--- config.mk ---
export PLATFORM = sky130hd
export DESIGN_NAME = art_cmp
export DESIGN_NICKNAME = d
export VERILOG_FILES = /design/src/art_pkg.sv /design/src/art_cmp.sv
export SDC_FILE = /design/constraint.sdc
export NUM_CORES = 1
export LEC_CHECK = 0
export BUFFER_PORTS_ARGS = -buffer_cell sky130_fd_sc_hd__buf_4
export CORE_MARGIN = 3
export CORE_UTILIZATION = 44
export DETAILED_ROUTE_END_ITERATION = 10
export PLACE_DENSITY = 0.68
export SYNTH_ARGS = -nofsm -noshare
export SYNTH_HDL_FRONTEND = slang
export SYNTH_SLANG_ARGS = --single-unit
--- constraint.sdc ---
create_clock -name vclk -period 9
set_clock_uncertainty 0.05 [all_clocks]
set_input_delay 0.9 -clock vclk [all_inputs]
set_output_delay 0.9 -clock vclk [all_outputs]
set_load 0.01 [all_outputs]
--- src/art_pkg.sv ---
package art_pkg;

  localparam int unsigned TableEntriesDef = 16;
  localparam int unsigned PageBytesDef    = 4096;

  localparam logic [1:0] CMD_MAP     = 2'd0;
  localparam logic [1:0] CMD_UNMAP   = 2'd1;
  localparam logic [1:0] CMD_LOOKUP  = 2'd2;
  localparam logic [1:0] CMD_PROTECT = 2'd3;

  localparam logic [2:0] ST_OK        = 3'd0;
  localparam logic [2:0] ST_ZERO_LEN  = 3'd1;
  localparam logic [2:0] ST_WRAP      = 3'd2;
  localparam logic [2:0] ST_OVERLAP   = 3'd3;
  localparam logic [2:0] ST_FULL      = 3'd4;
  localparam logic [2:0] ST_NOT_FOUND = 3'd5;
  localparam logic [2:0] ST_NO_OBJECT = 3'd6;

  typedef struct packed {
    logic [1:0]  cmd;
    logic [63:0] address;
    logic [63:0] span_bytes;
    logic [7:0]  protection;
    logic [7:0]  mapping_flags;
    logic [1:0]  inherit_mode;
    logic [15:0] object_handle;
    logic [63:0] object_base_offset;
  } req_t;

  typedef struct packed {
    logic [2:0]  status;
    logic [3:0]  slot;
    logic [63:0] found_base;
    logic [63:0] found_length;
    logic [7:0]  found_protection;
    logic [7:0]  found_flags;
    logic [1:0]  found_inherit;
    logic [15:0] found_object;
    logic [63:0] offset_in_object;
    logic [4:0]  live_regions;
  } rsp_t;

  // per-entry verdict from the shared compare unit
  typedef struct packed {
    logic overlap;
    logic base_eq;
    logic contains;
  } cmp_t;

endpackage

--- src/art_cmp.sv ---
// Shared compare unit: one table entry against the current request.
module art_cmp (
  input  logic [63:0]      base_i,
  input  logic [63:0]      end_i,
  input  logic [63:0]      addr_i,
  input  logic [63:0]      ebase_i,
  input  logic [63:0]      elen_i,
  output art_pkg::cmp_t    res_o
);
  import art_pkg::*;
  logic [64:0] eend;
  logic [63:0] diff;
  always_comb begin
    eend = {1'b0, ebase_i} + {1'b0, elen_i};
    diff = addr_i - ebase_i;
    res_o.overlap  = !((end_i <= ebase_i) || ({1'b0, base_i} >= {1'b0, eend[63:0]}));
    res_o.base_eq  = (ebase_i == base_i);
    res_o.contains = (addr_i >= ebase_i) && (diff < elen_i);
  end
endmodule

Word level (Yosys, flattened, before mapping)
Index checks and enable logic that the tools add are counted.
{ "classes": {"n_addsub": 2, "multipliers": 0, "div": 0, "magnitude_cmp": 4, "n_eq_ne": 1, "n_shift": 0, "muxes": 0, "n_bitwise": 0, "n_reduce_logical": 3} }
{ "op_table": {"columns": ["cell", "count"], "rows": [
  ["64-bit greater-or-equal comparator", 2],
  ["64-bit adder", 1],
  ["64-bit == test", 1],
  ["64-bit less-or-equal comparator", 1],
  ["64-bit < comparator", 1],
  ["64-bit subtractor", 1],
  ["1-bit logical AND", 1],
  ["1-bit zero test", 1],
  ["1-bit logical OR", 1]
]} }
{ "totals": {"reg_bits": 0, "latchBits": 0, "mem_bits_rw": 0, "rom_bits": 0, "n_memories": 0} }

Longest topological paths before layout
{ "depth": {"ltp_word": 4, "mapped_depth": 24} }

Worst setup path before layout
No wires, ideal clock.
{ "synth_timing": {"kind": "input to output", "from": "input port ebase_i[0]", "to": "output port res_o[2] in the netlist's numbering", "arrival_time_ns": 4.855, "setup_slack_ns": 3.195, "cell_stages": 22, "path_cell_list": "ha_1 inv_1 fa_1 nand2b_1 a21oi_1 o21ai_0 a21oi_2 a41oi_2 o41a_1 o31a_1 and2_1 o21ai_1 xnor2_1 ha_1 a21o_1 a21o_1 a21oi_1 o21ai_0 a21oi_1 o32a_1 o211ai_1 a211oi_1"} }
{ "synth_lines": {"columns": ["item", "line_no", "text"], "rows": [
  ["start: declaration", "art_cmp.sv:6", "input logic [63:0] ebase_i,"],
  ["end: declaration", "art_cmp.sv:8", "output art_pkg::cmp_t res_o"]
]} }

==> reports/metrics.yaml <==
detailed_routing:
  wl_per_cell_um: 20.4
  viasPerCell: 5.91
  vias: 14200
  drt_pass1_iterations: 7
  drt_iter0_markers: 934
  wirelength_mm: 48.9
  drc_errors: 0
  ant_nets: 0
global_routing:
  grt_pass1_wl_mm: 73.6
  grt_pass1_vias: 13800
  grt_overflow_total: 0
  grt_max_degree: 13
  antenna_found_initial: 5
  grt_use_total: 0.302
logic_synthesis:
  synth_nets: 2365
  syn_inst: 1725
  ys_seq_area_frac: 0
  syn-cell-area_um2: 12500
  ys_types: 68
  syn_area_per_cell_um2: 7.25
  yosysWarningCount: 0
sta:
  setup-violations-final: 0
  final_hold_viol_count: 0
  tns_ps: 0
  slew_headroom: 0.382
  slew_viol_final: 0
  fmax_ghz: 0.139
  rsz0062_at_grt: "false"
  finalCritPeriodShare: 0.801
  fin_crit_ps: 7210
  holdWs_ps: 2370
  max_slew.worst_pin.slew_ps: 918
die:
  placementRows: 61
  die_h_um: 175
  io-pin-count: 323
  die_x_um: 175
  initial_utilization: 0.448
  dieArea_um2: 30500
  core-area_um2: 27900
worst_setup_path:
  critPathArrivalTime_ps: 6260
  slowest_stage: "o31ai_1"
  crit_path_max_incr_delay_ps: 660
  startpoint_type: "primary input"
  end_kind: "output port"
  crit_type: "primary input to output port"
  cp.required_ps: 8050
  crit_top_cell: "o21ai_0"
  path_cells: "buf_4 -> inv_1 -> ha_1 -> nor2b_1 -> o31a_1 -> o31ai_1 -> a211oi_1 -> o21a_1 -> o21bai_1 -> o21ai_0 -> a41oi_1 -> o21ai_0 -> xor2_1 -> ha_1 -> a21o_1 -> a21o_1 -> a21oi_1 -> o21ai_0 -> nand2_1 -> o211ai_1 -> o211a_1 -> a211oi_1 -> buf_4"
  path_max_fanout: 4
power:
  switching_share: 0.551
  leakage_nw: 8.33
  p_int_w: 0.000530
  peakVddDrop_mv: 0.0329
  power_frac_comb: 1.000
  clockPowerShare: 0
  p_seq_frac: 0
  p_per_area_nw_per_um2: 77.0
  power.switching_w: 0.000650
layout:
  layout.nets: 2660
  fillers: 2807
  multi_input_area_um2: 11800
  design.seq.count: 0
  fin_area_um2: 15300
  syn_to_final_growth_pct: 22.4
  drive_above_1_share: 0.171
  utilization: 0.548
  final.clkbuf_count: 0
  regArea_um2: 0
cts:
  cts_resized: 0
  cts_setup_buffers: 0
  postCtsHoldBufs: 0
flow_run:
  drv_cap: 0
place:
  hpwlAfterDp_mm: 44.4
  port-buffer-count: 323
  place_congestion: 0.976
  place_area_um2: 15300
worst_hold_path:
  min_path_type: "primary input to output port"
status:
  status: "complete, no violations"
[kinds of logic (layout without fill, tap and decap cells)]
| group | after synthesis | count (layout) | synth area share |
|---|---|---|---|
| fa+ha+maj | 320 | 320 | 0.321 |
| simple gates | 404 | 404 | 0.166 |
| xor+xnor | 179 | 179 | 0.125 |
| other cells | 0 | 6 | 0 |
| buf+inv | 196 | 489 | 0.0588 |
| mux | 1 | 1 | 0.000800 |
| compound gates | 625 | 625 | 0.328 |
[worst paths after layout]
kind | start | end | cells past startpoint
setup / recovery | ebase_i[1] | res_o[0] | 23
hold / removal | base_i[62] | res_o[1] | 6
[synth_stat cells (4+ instances only)]
cell type / n / share of area
clkbuf_1: 31 / 0.0093
nand2_1: 86 / 0.026
nand3_1: 25 / 0.010
or2_2: 5 / 0.0025
o211ai_1: 14 / 0.0084
a221oi_1: 4 / 0.0028
or3_1: 4 / 0.0020
inv_1: 165 / 0.049
a21oi_1: 183 / 0.073
o21bai_1: 28 / 0.017
and2_1: 7 / 0.0035
o211a_1: 5 / 0.0040
a311oi_1: 4 / 0.0028
a2111oi_0: 5 / 0.0035
a211o_1: 5 / 0.0035
a211oi_1: 24 / 0.014
xnor2_1: 68 / 0.048
nor3_1: 22 / 0.0088
nor4_1: 24 / 0.012
o21a_1: 26 / 0.016
xor2_1: 111 / 0.078
o21ai_0: 89 / 0.036
nand4_1: 68 / 0.034
and3_1: 21 / 0.011
nand3b_1: 5 / 0.0030
o21ai_1: 10 / 0.0040
nor2b_1: 25 / 0.013
a21o_1: 161 / 0.097
nor2_1: 87 / 0.026
a31oi_1: 25 / 0.013
nand2b_1: 14 / 0.0070
ha_1: 318 / 0.32
[cell usage in the layout (no fill, tap or decap), types with 4 or more instances in the layout]
cell and count:
and2_1 7, ha_1 318, o21a_1 26, o21ai_1 10
xor2_1 111, or3_1 4, a311oi_1 4, o211a_1 5
nor2b_1 25, o21ai_0 89, o21bai_1 28, or2_2 5
a221oi_1 4, nor4_1 24, a21o_1 161, nor2_1 87
xnor2_1 68, nor3_1 22, nand3_1 25, nand2_1 86
a31oi_1 25, a21oi_1 183, o211ai_1 14, a211oi_1 24
a211o_1 5, and3_1 21, buf_4 324, diode_2 6
a2111oi_0 5, nand4_1 68, nand2b_1 14, inv_1 165
nand3b_1 5
[worst max-delay path, delay by kind of cell]
| kind | cells | cell delay [ps] |
|---|---|---|
| adders and majority gates | 2 | 600 |
| xor gates and xnor gates | 1 | 190 |
| and+or+nand+nor | 2 | 250 |
| buffers and inverters | 3 | 490 |
| AOI/OAI and AO/OA | 15 | 3840 |
[routing by layer]
layer / share of wire / up-vias / wire (um) / GRT usage
li1: - / 7001 / - / -
met1: 0.44 / 6622 / 21300 / 0.398
met2: 0.47 / 520 / 22900 / 0.530
met3: 0.075 / 57 / 3650 / 0.0367
met4: 0.021 / 0 / 1040 / 0.0625
met5: 0 / - / 0 / 0
[layout make-up]
| type | instances | share of cell area |
|---|---|---|
| antenna | 6 | 0.000980 |
| multi-input combinational | 1529 | 0.769 |
| inverter | 165 | 0.0404 |
| timing repair buffer | 324 | 0.159 |
| tap | 378 | 0.0309 |
[power groups by stage]
stage	Clock, W	Combinational (W)	Sequential [W]
global route	0.0000000000447	0.00131	0
detailed placement	0	0.00116	0
finish	0.0000000000591	0.00118	0
floorplan	0	0.000775	0
CTS	0	0.00117	0
global placement	0	0.00115	0
[metrics by stage]
step / setup WS, ps / total power (W) / instances
after floorplan: 3190 / 0.000775 / 1725
after global placement: 1920 / 0.00115 / 2396
after CTS: 1850 / 0.00117 / 2396
final: 1790 / 0.00118 / 2402
after global routing: 1480 / 0.00131 / 2399
after detailed placement: 1890 / 0.00116 / 2396
Power figures use the tool's default switching activity.
